==> config.mk <==
export PLATFORM = sky130hd
export DESIGN_NAME = pddl_tokenizer_flat
export DESIGN_NICKNAME = d
export VERILOG_FILES = /design/src/rtl/pddl_pkg.sv /design/src/rtl/pddl_if.sv /design/src/rtl/pddl_front.sv /design/src/rtl/pddl_queue.sv /design/src/rtl/pddl_back.sv /design/src/rtl/pddl_tokenizer.sv /design/src/flat_wrapper.sv
export SDC_FILE = /design/constraint.sdc
export NUM_CORES = 1
export LEC_CHECK = 0
export BUFFER_PORTS_ARGS = -buffer_cell sky130_fd_sc_hd__buf_2
export CAP_MARGIN = 15
export CORE_MARGIN = 2
export CORE_UTILIZATION = 45
export CTS_CLUSTER_DIAMETER = 80
export DETAILED_ROUTE_END_ITERATION = 7
export PLACE_DENSITY = 0.58
export SLEW_MARGIN = 15
export SYNTH_ARGS = -nofsm -noshare
export SYNTH_HDL_FRONTEND = slang
export SYNTH_SLANG_ARGS = --single-unit
==> constraint.sdc <==
create_clock -name clk -period 8.8 [get_ports clk]
set_input_delay 2.2 -clock clk [delete_from_list [all_inputs] [get_ports clk]]
set_output_delay 2.2 -clock clk [all_outputs]
set_load 0.02 [all_outputs]
==> src/rtl/pddl_pkg.sv <==
// ----------------------------------------------------------------------------
// pddl_pkg: shared types and constants for the PDDL tokenizer
// Token kinds, error codes, lexer modes, character codes, the result
// record and the queue entry passed between front and back.
// ----------------------------------------------------------------------------
package pddl_pkg;

  typedef enum logic [2:0] {
    KIND_LPAR = 3'd0,
    KIND_RPAR = 3'd1,
    KIND_KEY  = 3'd2,
    KIND_VAR  = 3'd3,
    KIND_NAME = 3'd4,
    KIND_NUM  = 3'd5,
    KIND_DASH = 3'd6,
    KIND_EOF  = 3'd7
  } kind_t;

  typedef enum logic [1:0] {
    ERR_NONE    = 2'd0,
    ERR_NO_KEY  = 2'd1,
    ERR_NO_VAR  = 2'd2
  } err_t;

  typedef enum logic [3:0] {
    MODE_IDLE,
    MODE_COMMENT,
    MODE_DASH,
    MODE_KEYSTART,
    MODE_VARSTART,
    MODE_KEYWORD,
    MODE_VARIABLE,
    MODE_NAME,
    MODE_NUMINT,
    MODE_NUMFRAC,
    MODE_HALT
  } mode_t;

  localparam logic [7:0] CH_LPAR  = 8'h28;
  localparam logic [7:0] CH_RPAR  = 8'h29;
  localparam logic [7:0] CH_SEMI  = 8'h3B;
  localparam logic [7:0] CH_COLON = 8'h3A;
  localparam logic [7:0] CH_QUEST = 8'h3F;
  localparam logic [7:0] CH_DASH  = 8'h2D;
  localparam logic [7:0] CH_DOT   = 8'h2E;
  localparam logic [7:0] CH_NL    = 8'h0A;
  localparam logic [7:0] CH_SPACE = 8'h20;
  localparam logic [7:0] CH_TAB   = 8'h09;
  localparam logic [7:0] CH_CR    = 8'h0D;
  localparam logic [7:0] CH_ZERO  = 8'h30;
  localparam logic [7:0] CH_NINE  = 8'h39;

  // Queue between front and back; a power of two.
  localparam int QDEPTH = 4;

  typedef struct packed {
    kind_t       kind;
    logic [7:0]  lexeme_byte;
    logic        byte_valid;
    logic        token_end;
    logic [15:0] start_line;
    logic [15:0] start_col;
    err_t        error;
    logic        last;
  } result_t;

  // One request's results: r0 always valid, r1 valid when two is set.
  typedef struct packed {
    result_t r0;
    result_t r1;
    logic    two;
  } entry_t;

  typedef struct packed {
    logic   push;
    entry_t entry;
  } q_wr_t;

  function automatic logic is_space(input logic [7:0] c);
    return (c == CH_SPACE) || ((c >= CH_TAB) && (c <= CH_CR));
  endfunction

  function automatic logic is_name_char(input logic [7:0] c);
    return !is_space(c) && (c != CH_LPAR) && (c != CH_RPAR) && (c != CH_SEMI);
  endfunction

  function automatic logic is_digit(input logic [7:0] c);
    return (c >= CH_ZERO) && (c <= CH_NINE);
  endfunction

endpackage

==> src/rtl/pddl_if.sv <==
// ----------------------------------------------------------------------------
// pddl_if: channel interfaces of the PDDL tokenizer
// Valid/ready channels for input characters and for token results.
// ----------------------------------------------------------------------------
interface pddl_in_if;
  logic       valid;
  logic       ready;
  logic [7:0] ch;
  logic       end_of_input;

  modport source (output valid, output ch, output end_of_input, input ready);
  modport sink   (input valid, input ch, input end_of_input, output ready);
endinterface

interface pddl_out_if;
  logic        valid;
  logic        ready;
  logic [2:0]  kind;
  logic [7:0]  lexeme_byte;
  logic        byte_valid;
  logic        token_end;
  logic [15:0] start_line;
  logic [15:0] start_col;
  logic [1:0]  error;
  logic        last;

  modport source (output valid, output kind, output lexeme_byte, output byte_valid,
                  output token_end, output start_line, output start_col,
                  output error, output last, input ready);
  modport sink   (input valid, input kind, input lexeme_byte, input byte_valid,
                  input token_end, input start_line, input start_col,
                  input error, input last, output ready);
endinterface

==> src/rtl/pddl_front.sv <==
// ----------------------------------------------------------------------------
// pddl_front: character classifier and lexer state machine
// Takes one request per cycle unless the queue is full, updates mode and
// position counters and pushes its zero, one or two results into the queue.
// ----------------------------------------------------------------------------
module pddl_front
  import pddl_pkg::*;
#(
  parameter int POS_BITS = 16
) (
  input  logic       clk,
  input  logic       rst_n,
  input  logic       in_valid,
  output logic       in_ready,
  input  logic [7:0] in_ch,
  input  logic       in_end_of_input,
  input  logic       q_full,
  output q_wr_t      q_wr
);

  localparam int PW = (POS_BITS > 16) ? POS_BITS : 16;

  mode_t               mode_r, mode_nxt;
  logic [POS_BITS-1:0] line_r, line_nxt, col_r, col_nxt;
  logic [POS_BITS-1:0] tok_line_r, tok_line_nxt, tok_col_r, tok_col_nxt;

  logic    accept;
  logic    pv, qv, use_sc, sc_v, sc_tok, s2v;
  result_t p, q, sc_res, s2, first, second;
  mode_t   sc_mode;
  logic [15:0] tl16, tc16, cl16, cc16;
  kind_t   wkind;

  function automatic logic [15:0] pos16(input logic [POS_BITS-1:0] v);
    logic [PW-1:0] e;
    e = PW'(v);
    return (e > PW'(16'hFFFF)) ? 16'hFFFF : e[15:0];
  endfunction

  function automatic result_t mk(input kind_t k, input logic [7:0] b, input logic bv,
                                 input logic te, input logic [15:0] ln,
                                 input logic [15:0] cl, input err_t er);
    result_t r;
    r.kind        = k;
    r.lexeme_byte = bv ? b : 8'h00;
    r.byte_valid  = bv;
    r.token_end   = te;
    r.start_line  = ln;
    r.start_col   = cl;
    r.error       = er;
    r.last        = 1'b0;
    return r;
  endfunction

  assign in_ready = !q_full;
  assign accept   = in_valid && in_ready;

  assign tl16 = pos16(tok_line_r);
  assign tc16 = pos16(tok_col_r);
  assign cl16 = pos16(line_r);
  assign cc16 = pos16(col_r);

  // A character seen with no token open: its result, if any, starts at
  // the current position.
  always_comb begin
    sc_mode = MODE_IDLE;
    sc_v    = 1'b0;
    sc_tok  = !is_space(in_ch);
    sc_res  = mk(KIND_NAME, in_ch, 1'b1, 1'b0, cl16, cc16, ERR_NONE);
    if (is_space(in_ch)) begin
      sc_mode = MODE_IDLE;
    end else if (in_ch == CH_SEMI) begin
      sc_mode = MODE_COMMENT;
    end else if (in_ch == CH_LPAR) begin
      sc_v   = 1'b1;
      sc_res = mk(KIND_LPAR, in_ch, 1'b1, 1'b1, cl16, cc16, ERR_NONE);
    end else if (in_ch == CH_RPAR) begin
      sc_v   = 1'b1;
      sc_res = mk(KIND_RPAR, in_ch, 1'b1, 1'b1, cl16, cc16, ERR_NONE);
    end else if (in_ch == CH_DASH) begin
      sc_mode = MODE_DASH;
    end else if (is_digit(in_ch)) begin
      sc_mode = MODE_NUMINT;
      sc_v    = 1'b1;
      sc_res  = mk(KIND_NUM, in_ch, 1'b1, 1'b0, cl16, cc16, ERR_NONE);
    end else if (in_ch == CH_COLON) begin
      sc_mode = MODE_KEYSTART;
    end else if (in_ch == CH_QUEST) begin
      sc_mode = MODE_VARSTART;
    end else begin
      sc_mode = MODE_NAME;
      sc_v    = 1'b1;
    end
  end

  always_comb begin
    mode_nxt     = mode_r;
    line_nxt     = line_r;
    col_nxt      = col_r;
    tok_line_nxt = tok_line_r;
    tok_col_nxt  = tok_col_r;
    pv     = 1'b0;
    qv     = 1'b0;
    use_sc = 1'b0;
    p      = mk(KIND_EOF, 8'h00, 1'b0, 1'b1, tl16, tc16, ERR_NONE);
    q      = mk(KIND_NAME, in_ch, 1'b1, 1'b0, tl16, tc16, ERR_NONE);
    wkind  = (mode_r == MODE_KEYWORD) ? KIND_KEY :
             (mode_r == MODE_VARIABLE) ? KIND_VAR : KIND_NAME;

    if (in_end_of_input) begin
      // Close any open token, then EOF at the current position.
      qv = 1'b1;
      q  = mk(KIND_EOF, 8'h00, 1'b0, 1'b1, cl16, cc16, ERR_NONE);
      unique case (mode_r) inside
        MODE_DASH: begin
          pv = 1'b1;
          p  = mk(KIND_DASH, CH_DASH, 1'b1, 1'b1, tl16, tc16, ERR_NONE);
        end
        MODE_KEYSTART: begin
          pv = 1'b1;
          p  = mk(KIND_KEY, 8'h00, 1'b0, 1'b1, tl16, tc16, ERR_NO_KEY);
        end
        MODE_VARSTART: begin
          pv = 1'b1;
          p  = mk(KIND_VAR, 8'h00, 1'b0, 1'b1, tl16, tc16, ERR_NO_VAR);
        end
        MODE_KEYWORD, MODE_VARIABLE, MODE_NAME: begin
          pv = 1'b1;
          p  = mk(wkind, 8'h00, 1'b0, 1'b1, tl16, tc16, ERR_NONE);
        end
        MODE_NUMINT, MODE_NUMFRAC: begin
          pv = 1'b1;
          p  = mk(KIND_NUM, 8'h00, 1'b0, 1'b1, tl16, tc16, ERR_NONE);
        end
        default: begin
          pv = 1'b0;
        end
      endcase
      mode_nxt     = MODE_IDLE;
      line_nxt     = POS_BITS'(1);
      col_nxt      = POS_BITS'(1);
      tok_line_nxt = POS_BITS'(1);
      tok_col_nxt  = POS_BITS'(1);
    end else begin
      unique case (mode_r) inside
        MODE_COMMENT: begin
          if (in_ch == CH_NL) mode_nxt = MODE_IDLE;
        end
        MODE_HALT: begin
          mode_nxt = MODE_HALT;
        end
        MODE_DASH: begin
          pv = 1'b1;
          if (is_name_char(in_ch)) begin
            mode_nxt = MODE_NAME;
            p  = mk(KIND_NAME, CH_DASH, 1'b1, 1'b0, tl16, tc16, ERR_NONE);
            qv = 1'b1;
          end else begin
            p      = mk(KIND_DASH, CH_DASH, 1'b1, 1'b1, tl16, tc16, ERR_NONE);
            use_sc = 1'b1;
          end
        end
        MODE_KEYSTART, MODE_VARSTART: begin
          pv = 1'b1;
          if (is_name_char(in_ch)) begin
            mode_nxt = (mode_r == MODE_KEYSTART) ? MODE_KEYWORD : MODE_VARIABLE;
            p = mk((mode_r == MODE_KEYSTART) ? KIND_KEY : KIND_VAR, in_ch, 1'b1, 1'b0,
                   tl16, tc16, ERR_NONE);
          end else begin
            mode_nxt = MODE_HALT;
            p = mk((mode_r == MODE_KEYSTART) ? KIND_KEY : KIND_VAR, 8'h00, 1'b0, 1'b1,
                   tl16, tc16, (mode_r == MODE_KEYSTART) ? ERR_NO_KEY : ERR_NO_VAR);
          end
        end
        MODE_KEYWORD, MODE_VARIABLE, MODE_NAME: begin
          pv = 1'b1;
          if (is_name_char(in_ch)) begin
            p = mk(wkind, in_ch, 1'b1, 1'b0, tl16, tc16, ERR_NONE);
          end else begin
            p      = mk(wkind, 8'h00, 1'b0, 1'b1, tl16, tc16, ERR_NONE);
            use_sc = 1'b1;
          end
        end
        MODE_NUMINT, MODE_NUMFRAC: begin
          pv = 1'b1;
          if (is_digit(in_ch)) begin
            p = mk(KIND_NUM, in_ch, 1'b1, 1'b0, tl16, tc16, ERR_NONE);
          end else if ((in_ch == CH_DOT) && (mode_r == MODE_NUMINT)) begin
            mode_nxt = MODE_NUMFRAC;
            p = mk(KIND_NUM, in_ch, 1'b1, 1'b0, tl16, tc16, ERR_NONE);
          end else begin
            p      = mk(KIND_NUM, 8'h00, 1'b0, 1'b1, tl16, tc16, ERR_NONE);
            use_sc = 1'b1;
          end
        end
        default: begin
          use_sc = 1'b1;
        end
      endcase

      if (use_sc) begin
        mode_nxt = sc_mode;
        if (sc_tok) begin
          tok_line_nxt = line_r;
          tok_col_nxt  = col_r;
        end
      end

      // Position counters saturate at all ones.
      if (in_ch == CH_NL) begin
        if (!(&line_r)) line_nxt = line_r + POS_BITS'(1);
        col_nxt = POS_BITS'(1);
      end else if (!(&col_r)) begin
        col_nxt = col_r + POS_BITS'(1);
      end
    end

    if (use_sc) begin
      s2  = sc_res;
      s2v = sc_v;
    end else begin
      s2  = q;
      s2v = qv;
    end
    first  = pv ? p : s2;
    second = s2;
    if (pv && s2v) second.last = 1'b1;
    else           first.last  = 1'b1;

    q_wr.push      = accept && (pv || s2v);
    q_wr.entry.r0  = first;
    q_wr.entry.r1  = second;
    q_wr.entry.two = pv && s2v;
  end

  always_ff @(posedge clk) begin
    if (!rst_n) begin
      mode_r     <= MODE_IDLE;
      line_r     <= POS_BITS'(1);
      col_r      <= POS_BITS'(1);
      tok_line_r <= POS_BITS'(1);
      tok_col_r  <= POS_BITS'(1);
    end else if (accept) begin
      mode_r     <= mode_nxt;
      line_r     <= line_nxt;
      col_r      <= col_nxt;
      tok_line_r <= tok_line_nxt;
      tok_col_r  <= tok_col_nxt;
    end
  end

endmodule

==> src/rtl/pddl_queue.sv <==
// ----------------------------------------------------------------------------
// pddl_queue: short request queue between front and back
// Holds up to QDEPTH entries of one or two results each.
// ----------------------------------------------------------------------------
module pddl_queue
  import pddl_pkg::*;
(
  input  logic   clk,
  input  logic   rst_n,
  input  q_wr_t  q_wr,
  output logic   q_full,
  output logic   rd_valid,
  output entry_t rd_entry,
  input  logic   rd_pop
);

  localparam int QA = $clog2(QDEPTH);

  entry_t        mem_r [QDEPTH];
  logic [QA-1:0] wr_ptr_r, rd_ptr_r;
  logic [QA:0]   count_r, count_nxt;
  logic          do_pop;

  assign q_full   = (count_r == (QA+1)'(QDEPTH));
  assign rd_valid = (count_r != '0);
  assign rd_entry = mem_r[rd_ptr_r];
  assign do_pop   = rd_pop && rd_valid;

  always_comb begin
    count_nxt = count_r;
    if (q_wr.push && !do_pop)      count_nxt = count_r + (QA+1)'(1);
    else if (!q_wr.push && do_pop) count_nxt = count_r - (QA+1)'(1);
  end

  always_ff @(posedge clk) begin
    if (q_wr.push) mem_r[wr_ptr_r] <= q_wr.entry;
  end

  always_ff @(posedge clk) begin
    if (!rst_n) begin
      wr_ptr_r <= '0;
      rd_ptr_r <= '0;
      count_r  <= '0;
    end else begin
      if (q_wr.push) wr_ptr_r <= wr_ptr_r + QA'(1);
      if (do_pop)    rd_ptr_r <= rd_ptr_r + QA'(1);
      count_r <= count_nxt;
    end
  end

endmodule

==> src/rtl/pddl_back.sv <==
// ----------------------------------------------------------------------------
// pddl_back: result sequencer and output register
// Drains queue entries into the output register at one result per unstalled cycle.
// ----------------------------------------------------------------------------
module pddl_back
  import pddl_pkg::*;
(
  input  logic    clk,
  input  logic    rst_n,
  input  logic    rd_valid,
  input  entry_t  rd_entry,
  output logic    rd_pop,
  output logic    out_valid,
  input  logic    out_ready,
  output result_t out_res
);

  logic    out_valid_r, sel_r, load;
  result_t out_res_r;

  assign load   = rd_valid && (!out_valid_r || out_ready);
  assign rd_pop = load && (!rd_entry.two || sel_r);

  always_ff @(posedge clk) begin
    if (load) out_res_r <= sel_r ? rd_entry.r1 : rd_entry.r0;
  end

  always_ff @(posedge clk) begin
    if (!rst_n) begin
      out_valid_r <= 1'b0;
      sel_r       <= 1'b0;
    end else begin
      if (load) begin
        out_valid_r <= 1'b1;
        sel_r       <= rd_entry.two && !sel_r;
      end else if (out_ready) begin
        out_valid_r <= 1'b0;
      end
    end
  end

  assign out_valid = out_valid_r;
  assign out_res   = out_res_r;

endmodule

==> src/rtl/pddl_tokenizer.sv <==
// ----------------------------------------------------------------------------
// pddl_tokenizer: streaming PDDL lexer, one character per request
// Skips whitespace and semicolon comments, and emits parentheses, keywords,
// variables, names, numbers, lone dashes and an end-of-file token as a
// stream of lexeme bytes with token boundaries and start positions.
// ----------------------------------------------------------------------------
//
//   Channel | Direction | Payload                                   | Per request
//   --------+-----------+-------------------------------------------+------------
//   in_if   | sink      | ch, end_of_input                          | 1 character
//   out_if  | source    | kind, lexeme_byte, byte_valid, token_end, | 0 to 2
//           |           | start_line, start_col, error, last        | results
//
// A character is lexed in the cycle it is accepted and its results enter a
// four-entry queue; the back end sends one result per unstalled cycle from a
// single output register. Requests that cause zero or one result flow at one
// per cycle; the back end splits a two-result request into two outputs, so
// the sustained rate is one result per cycle. Reset (rst_n low, synchronous)
// returns the lexer to idle at line 1, column 1 and empties the queue. A
// stall on the output fills the queue, after which in_if.ready drops.
// ----------------------------------------------------------------------------
module pddl_tokenizer
  import pddl_pkg::*;
#(
  parameter int POS_BITS = 16
) (
  input  logic              clk,
  input  logic              rst_n,
  pddl_in_if.sink           in_if,
  pddl_out_if.source        out_if
);

  q_wr_t   q_wr;
  logic    q_full;
  logic    rd_valid, rd_pop;
  entry_t  rd_entry;
  result_t out_res;

  // The front end owns the lexer mode and the line and column counters.
  pddl_front #(
    .POS_BITS (POS_BITS)
  ) u_front (
    .clk             (clk),
    .rst_n           (rst_n),
    .in_valid        (in_if.valid),
    .in_ready        (in_if.ready),
    .in_ch           (in_if.ch),
    .in_end_of_input (in_if.end_of_input),
    .q_full          (q_full),
    .q_wr            (q_wr)
  );

  // The queue decouples lexing from an output that may stall.
  pddl_queue u_queue (
    .clk      (clk),
    .rst_n    (rst_n),
    .q_wr     (q_wr),
    .q_full   (q_full),
    .rd_valid (rd_valid),
    .rd_entry (rd_entry),
    .rd_pop   (rd_pop)
  );

  // The back end splits two-result entries and registers each result.
  pddl_back u_back (
    .clk       (clk),
    .rst_n     (rst_n),
    .rd_valid  (rd_valid),
    .rd_entry  (rd_entry),
    .rd_pop    (rd_pop),
    .out_valid (out_if.valid),
    .out_ready (out_if.ready),
    .out_res   (out_res)
  );

  assign out_if.kind        = out_res.kind;
  assign out_if.lexeme_byte = out_res.lexeme_byte;
  assign out_if.byte_valid  = out_res.byte_valid;
  assign out_if.token_end   = out_res.token_end;
  assign out_if.start_line  = out_res.start_line;
  assign out_if.start_col   = out_res.start_col;
  assign out_if.error       = out_res.error;
  assign out_if.last        = out_res.last;

endmodule

==> src/flat_wrapper.sv <==
// flat-port wrapper written by rule: the top's interface ports become plain ports
module pddl_tokenizer_flat import pddl_pkg::*;
#(
  parameter int POS_BITS = 16
)
  (clk, rst_n, in_if_valid, in_if_ch, in_if_end_of_input, in_if_ready, out_if_valid, out_if_kind, out_if_lexeme_byte, out_if_byte_valid, out_if_token_end, out_if_start_line, out_if_start_col, out_if_error, out_if_last, out_if_ready);
  pddl_in_if in_if_i ();
  pddl_out_if out_if_i ();
  input  logic clk;
  input  logic rst_n;
  input wire logic [$bits(in_if_i.valid)-1:0] in_if_valid;
  input wire logic [$bits(in_if_i.ch)-1:0] in_if_ch;
  input wire logic [$bits(in_if_i.end_of_input)-1:0] in_if_end_of_input;
  output wire logic [$bits(in_if_i.ready)-1:0] in_if_ready;
  output wire logic [$bits(out_if_i.valid)-1:0] out_if_valid;
  output wire logic [$bits(out_if_i.kind)-1:0] out_if_kind;
  output wire logic [$bits(out_if_i.lexeme_byte)-1:0] out_if_lexeme_byte;
  output wire logic [$bits(out_if_i.byte_valid)-1:0] out_if_byte_valid;
  output wire logic [$bits(out_if_i.token_end)-1:0] out_if_token_end;
  output wire logic [$bits(out_if_i.start_line)-1:0] out_if_start_line;
  output wire logic [$bits(out_if_i.start_col)-1:0] out_if_start_col;
  output wire logic [$bits(out_if_i.error)-1:0] out_if_error;
  output wire logic [$bits(out_if_i.last)-1:0] out_if_last;
  input wire logic [$bits(out_if_i.ready)-1:0] out_if_ready;
  assign in_if_i.valid = in_if_valid;
  assign in_if_i.ch = in_if_ch;
  assign in_if_i.end_of_input = in_if_end_of_input;
  assign in_if_ready = in_if_i.ready;
  assign out_if_valid = out_if_i.valid;
  assign out_if_kind = out_if_i.kind;
  assign out_if_lexeme_byte = out_if_i.lexeme_byte;
  assign out_if_byte_valid = out_if_i.byte_valid;
  assign out_if_token_end = out_if_i.token_end;
  assign out_if_start_line = out_if_i.start_line;
  assign out_if_start_col = out_if_i.start_col;
  assign out_if_error = out_if_i.error;
  assign out_if_last = out_if_i.last;
  assign out_if_i.ready = out_if_ready;
  pddl_tokenizer #(.POS_BITS(POS_BITS)) u_core (.clk(clk), .rst_n(rst_n), .in_if(in_if_i), .out_if(out_if_i));
endmodule
Yosys cells after proc, flatten, opt, wreduce, memory -nomap -nowiden
Memories as Yosys holds them, arrays and structs flattened. A register that Yosys moved wholly into a read port is not among the register bits.
Cells that the tools add are included.
Widths: inputs -> output; s select.
{ "word_totals": {"reg_bits": 125, "ramBits": 388, "inputBits": 13, "out_inout_bits": 50, "elab_cells": 191, "memories": 1} }
{ "classes": {"n_addsub": 6, "order_cmp": 8, "eq_ne": 30, "mux": 84, "n_reduce_logical": 44} }
{ "memory_table": {"columns": ["memory", "depth", "width", "read_ports", "rd_ports_with_merged_regs", "write_ports", "line_no", "rtl"], "rows": [
  ["u_core.u_queue.mem_r", 4, 97, 1, 1, 1, "pddl_queue.sv:19", "entry_t mem_r [QDEPTH];"]
]} }
{ "op_table": {"columns": ["op", "count"], "rows": [
  ["$mux 48", 9],
  ["$mux 16", 16],
  ["$pmux 48 s5", 1],
  ["$pmux 48 s4", 1],
  ["$mux 45", 4],
  ["$mux 47", 2],
  ["$eq 8x6->1 const B", 8],
  ["$gt 16x16->1 const B", 4],
  ["$mux 4", 14],
  ["$mux 46", 1],
  ["$add 16x1->16 const B", 2],
  ["$reduce_and 16->1", 2],
  ["$mux 1", 25],
  ["$ne 8x6->1 const B", 3],
  ["$pmux 4 s5", 1],
  ["$eq 4x3->1 const B", 4],
  ["$logic_and 1x1->1", 15],
  ["$eq 4x4->1 const B", 3],
  ["$mux 3", 4],
  ["$mux 2", 5],
  ["$eq 4x2->1 const B", 2],
  ["$eq 8x4->1 const B", 1],
  ["$ge 8x4->1 const B", 1],
  ["$ge 8x6->1 const B", 1],
  ["24 further kinds", 43]
]} }

Longest topological paths before layout
{ "depth": {"ltp_word": 18, "ltp_mapped": 14} }

Cells and area by module
Synthesis repeated with hierarchy kept, for this count alone.
{ "unflattened": {"hier_cells": 1172, "area_unflattened_um2": 21249.1} }
{ "modules_own_cells": {"columns": ["mod", "n_inst", "cells_each", "area_per_inst_um2"], "rows": [
  ["pddl_queue", 1, 550, 14440.1],
  ["pddl_front", 1, 508, 4479.3],
  ["pddl_back", 1, 114, 2329.7]
]} }

Worst setup path before layout
OpenSTA, ideal clock, no wires.
{ "synth_path": {"path_kind": "input to register", "start": "input in_if_ch[2]", "end": "memory u_core.u_queue.mem_r[0][10] in the netlist's numbering, enable pin", "setup_ns": 0.463, "t_arrival_ns": 5.886, "required_ns": 8.337, "setup_slack_ns": 2.451, "stages": 9, "path_cell_list": "buf_4 -> nor4b_1 -> o21ai_2 -> o211ai_2 -> a21o_1 -> buf_4 -> a21o_1 -> buf_2 -> and2_1"} }
{ "synth_lines": {"columns": ["item", "line_no", "rtl"], "rows": [
  ["from (decl)", "flat_wrapper.sv:12", "input wire logic [$bits(in_if_i.ch)-1:0] in_if_ch;"],
  ["to (decl)", "pddl_queue.sv:19", null]
]} }

Worst setup path in the final report
{ "layout_path": {"start": "input in_if_ch[5]", "end": "memory u_core.u_queue.mem_r[3][73] in the netlist's numbering, enable pin"} }
{ "layout_between": {"elab_chain_len": 16} }
{ "layout_rtl": {"columns": ["item", "line_no", "rtl"], "rows": [
  ["$ge 8x4->1 / $le 8x4->1 (equally long branches)", "pddl_pkg.sv:80", "return (c == CH_SPACE) || ((c >= CH_TAB) && (c <= CH_CR));"],
  ["$logic_and 1x1->1", "pddl_pkg.sv:80", null],
  ["$logic_or 1x1->1", "pddl_pkg.sv:80", null],
  ["$logic_not 1->1", "pddl_pkg.sv:84", "return !is_space(c) && (c != CH_LPAR) && (c != CH_RPAR) && (c != CH_SEMI);"],
  ["$logic_and 1x1->1 (3 in a row)", "pddl_pkg.sv:84", null],
  ["$mux 1", "pddl_front.sv:154, pddl_front.sv:177", null],
  ["$pmux 1 s3", "pddl_front.sv:145", "unique case (mode_r) inside"],
  ["$mux 1 (2 in a row)", "pddl_front.sv:110", "if (in_end_of_input) begin"],
  ["$mux 1 *", "pddl_front.sv:218", "if (use_sc) begin"],
  ["$logic_or 1x1->1 *", "pddl_front.sv:230", "q_wr.push = accept && (pv || s2v);"],
  ["$logic_and 1x1->1 *", "pddl_front.sv:230", null],
  ["$mux 1 *", "pddl_queue.sv:36", "if (q_wr.push) mem_r[wr_ptr_r] <= q_wr.entry;"],
  ["$mux 1 (implied by the code) *", "pddl_queue.sv:36", null]
]} }
Mark *: on every way between the ends. The rest lies on a longest branch, timed or not. The select of a mux whose other input is x is not followed.

==> flow_metrics.env <==
export IMPL_buffer_ports_inserted=62
export IMPL_synth_fp_nets=1268
export IMPL_setup_tns_ns=0
export IMPL_globalRoute_totalOverflow=0
export IMPL_post_route_period_util_pct=63.71
export IMPL_fmax_mhz=178.4
export IMPL_run_status="finished, final reports clean"
export IMPL_worst_hold_margin_ns=0.4828
export IMPL_worstMarginPinSlew_ns=1.127
export IMPL_period_minus_slack_ns=5.607
export IMPL_wl_per_cell_um=22.23
export IMPL_remaining_max_slew_budget_at_the_tightest_pin_pct=24.85
export IMPL_synth_distinct_cells=75
export IMPL_synth_edff_count=424
export IMPL_drt_iter0_markers=907
export IMPL_synthesis_area_um2=20650
export IMPL_start_util_pct=45.51
export IMPL_delay_heaviest_family_cp="simple AND/OR/NAND/NOR gates"
export IMPL_critical_path_class="primary input to flip-flop"
export IMPL_synth_sequential_area_ratio_pct=69.30
export IMPL_diodes=0
export IMPL_gp_routability_congestion=0.8535
export IMPL_clock_skew_ns=0.01197
export IMPL_ant_nets=0
export IMPL_boundaryPins=63
export IMPL_antenna_violations_before_repair=0
export IMPL_drt_pass1_iter_count=5
export IMPL_chipHeight_um=218.2
export IMPL_startpoint_type="primary input"
export IMPL_die_width_um=218.2
export IMPL_first_global_vias=11160
export IMPL_clkLatencyLatePin_ns=0.58
export IMPL_cts_post_setup_buffers_inserted=0
export IMPL_proportion_of_netlist_area_held_by_the_largest_area_contributor_pct=61.64
export IMPL_grt_start_max_net_pins=68
export IMPL_cell_type_with_the_largest_total_area_after_synthesis="sky130_fd_sc_hd__edfxtp_1"
export IMPL_count_of_vias_placed_by_the_detailed_router=10800
export IMPL_sum_of_net_half_perimeters_after_detailed_placement_mm=23.61
export IMPL_min_delay_path_class="flip-flop to flip-flop"
export IMPL_clock_pin_slew_on_the_worst_setup_and_hold_paths_ns=0.06
export IMPL_critical_path_n_buffers_inverters=2
export IMPL_syn2layout_area_growth_pct=12.48
export IMPL_cts_inserted_buffers=53
export IMPL_irDropWorstVdd_v=0.0001617
export IMPL_drc=0
export IMPL_yosys_top_cells_area="sky130_fd_sc_hd__edfxtp_1, sky130_fd_sc_hd__mux4_2, sky130_fd_sc_hd__dfxtp_1"
export IMPL_wire_length_of_the_first_global_routing_pass_mm=66.65
export IMPL_slew_viol_final=0
export IMPL_worst_ep_arrival_time_ns=5.82
export IMPL_timing_final_setup_violations=0
export IMPL_gr_usage_all_layers_pct=18.73
export IMPL_syn_area_per_cell_um2=16.56
export IMPL_power_per_cell_area_nw_per_um2=332.2
export IMPL_cts_repair_resize_count=0
export IMPL_standard_cell_rows=78
export IMPL_clkSinkCount=503
export IMPL_finish_utilization_pct=51.19
export IMPL_die_footprint_um2=47630
export IMPL_async_flop_share_pct=0
export IMPL_ys_flop_type="sky130_fd_sc_hd__edfxtp_1"
export IMPL_netlist_instances=1247
export IMPL_maxCapViolCount=0
export IMPL_clock_tree_buffer_depth=3
export IMPL_end_kind="flip-flop"
export IMPL_yosys_cell_count_top_type="sky130_fd_sc_hd__edfxtp_1"
export IMPL_crit_chain="buf_2 > nor3b_2 > a22oi_4 > o211ai_2 > a21o_1 > a21o_1 > and2_4 > buf_4"
export IMPL_route_final_wire_length_mm=43.32
export IMPL_critPathMaxFanout=63
export IMPL_post_route_cells_drive_above_1_share_pct=25.43
export IMPL_hold_viol=0
export IMPL_ys_top_cells_by_count="sky130_fd_sc_hd__edfxtp_1, sky130_fd_sc_hd__nand2_1, sky130_fd_sc_hd__mux4_2, sky130_fd_sc_hd__dfxtp_1, sky130_fd_sc_hd__nor2_1"
export IMPL_cts_htree_levels=2
export IMPL_worst_ep_required_time_ns=9.01
export IMPL_worst_path_most_repeated_cell="sky130_fd_sc_hd__a21o_1"
export IMPL_register_bit_count_reported_by_yosys=503
export IMPL_setup_repair_after_global_routing_missed_its_margin="false"
export IMPL_post_drt_via_cell_ratio=5.543
export IMPL_number_of_nets_at_the_end_of_the_flow=1328
export IMPL_cts_tree="done"
export IMPL_synth_warnings=0
export IMPL_core_area_um2=45380
export IMPL_power_leakage_nw=8.165
export IMPL_hold_buffers=0
export IMPL_cp_slowest_stage_delay_ns=0.89
export IMPL_crit_slowest_cell="sky130_fd_sc_hd__and2_4"
export IMPL_cts_root_buf="sky130_fd_sc_hd__clkbuf_16"
[worst reg2reg max path, cell delays in order, from the launching register on]
cell	delay (ns)
sky130_fd_sc_hd__dfxtp_1	0.76
sky130_fd_sc_hd__or3b_2	0.55
sky130_fd_sc_hd__a21oi_1	0.38
sky130_fd_sc_hd__a21o_1	0.34
sky130_fd_sc_hd__a21o_1	0.33
sky130_fd_sc_hd__and2_4	0.89
sky130_fd_sc_hd__buf_4	0.61
[stage by stage]
stage | worst slack [ns] | instances | power [mW] | area, um^2
2_1_floorplan | 2.451 | 1247 | 4.955 | 20650
3_3_place_gp | 2.647 | 1852 | 5.579 | 21490
3_5_place_dp | 2.562 | 1852 | 5.605 | 21490
4_1_cts | 3.176 | 1949 | 7.835 | 23220
5_1_grt | 2.890 | 1949 | 8.104 | 23230
6_report | 3.193 | 1949 | 7.718 | 23230
[routing by layer]
| metal | share of wire (%) | track usage, % | routed length, um |
|---|---|---|---|
| met4 | 2.2 | 5.692 | 960 |
| met2 | 47 | 29.49 | 20300 |
| met3 | 5.4 | 3.006 | 2318 |
| met5 | 0 | 0 | 0 |
| met1 | 46 | 26.95 | 19740 |
[final timing paths]
check	startpoint	end	slack (ns)	cells after the start
setup / recovery	in_if_ch[5]	u_core.u_queue.mem_r[3][73]	3.19	8
hold / removal	u_core.u_front.tok_line_r[0]	u_core.u_front.tok_line_r[0]	0.48	2
setup reg to reg	u_core.u_front.mode_r[3]	u_core.u_queue.mem_r[3][73]	4.56	6
hold reg to reg	u_core.u_front.tok_line_r[0]	u_core.u_front.tok_line_r[0]	0.48	2
[flip-flops by register name, indices dropped and copies added (netlist names), named ones only]
name and flops:
u_core.u_back.out_valid 1, u_core.u_front.mode_r 4, u_core.u_back.out_res 48, u_core.u_queue.count_r 3
u_core.u_front.tok_col_r 16, u_core.u_back.sel_r 1, u_core.u_queue.wr_ptr_r 2, u_core.u_front.line_r 16
u_core.u_queue.mem_r 376, u_core.u_queue.rd_ptr_r 2, u_core.u_front.col_r 16, u_core.u_front.tok_line_r 16
[logic make-up after synthesis]
group                    share of synthesized area [%]
adder cells (fa/ha/maj)                         0.5209
AO/OA/AOI/OAI                                    4.404
multiplexers                                     14.58
XOR/XNOR                                         1.484
buffers and inverters                            2.163
AND/OR/NAND/NOR                                  7.548
flip-flops                                       69.30
[where the power goes]
part	total [mW]	internal (mW)	switching, mW
clock	2.22	1.32	0.901
combinational	2.05	0.740	1.31
sequential	3.45	3.29	0.155
total	7.72	5.35	2.37
[placed cells by master (no fill, tap or decap), drive strengths merged, types with 3 or more instances in the layout]
cell type	n
inv	18
a22o	31
o21ai	15
a21oi	19
mux4	94
and4	10
a21o	9
nand2	166
and3	10
bufinv	6
xor2	28
nor3	6
a31oi	6
clkinv	20
o31a	3
nor2	54
nand4	18
o211ai	4
a211oi	6
nor3b	3
nor2b	9
nand2b	4
nand3	18
and2	16
xnor2	7
dfxtp	79
or3	3
mux2i	8
mux2	63
nor4	3
buf	78
clkbuf	68
o31ai	3
a22oi	3
edfxtp	424
ha	7
[cell type report]
class | instances | area [um^2]
fill | 3753 | 22150
sequential | 503 | 14320
multi-input combinational | 654 | 5934
clock buffer | 68 | 1423
tap | 600 | 750.7
timing repair buffer | 78 | 430.4
clock inverter | 29 | 307.8
inverter | 17 | 63.81
No activity file was read; power rests on OpenSTA's default activity.
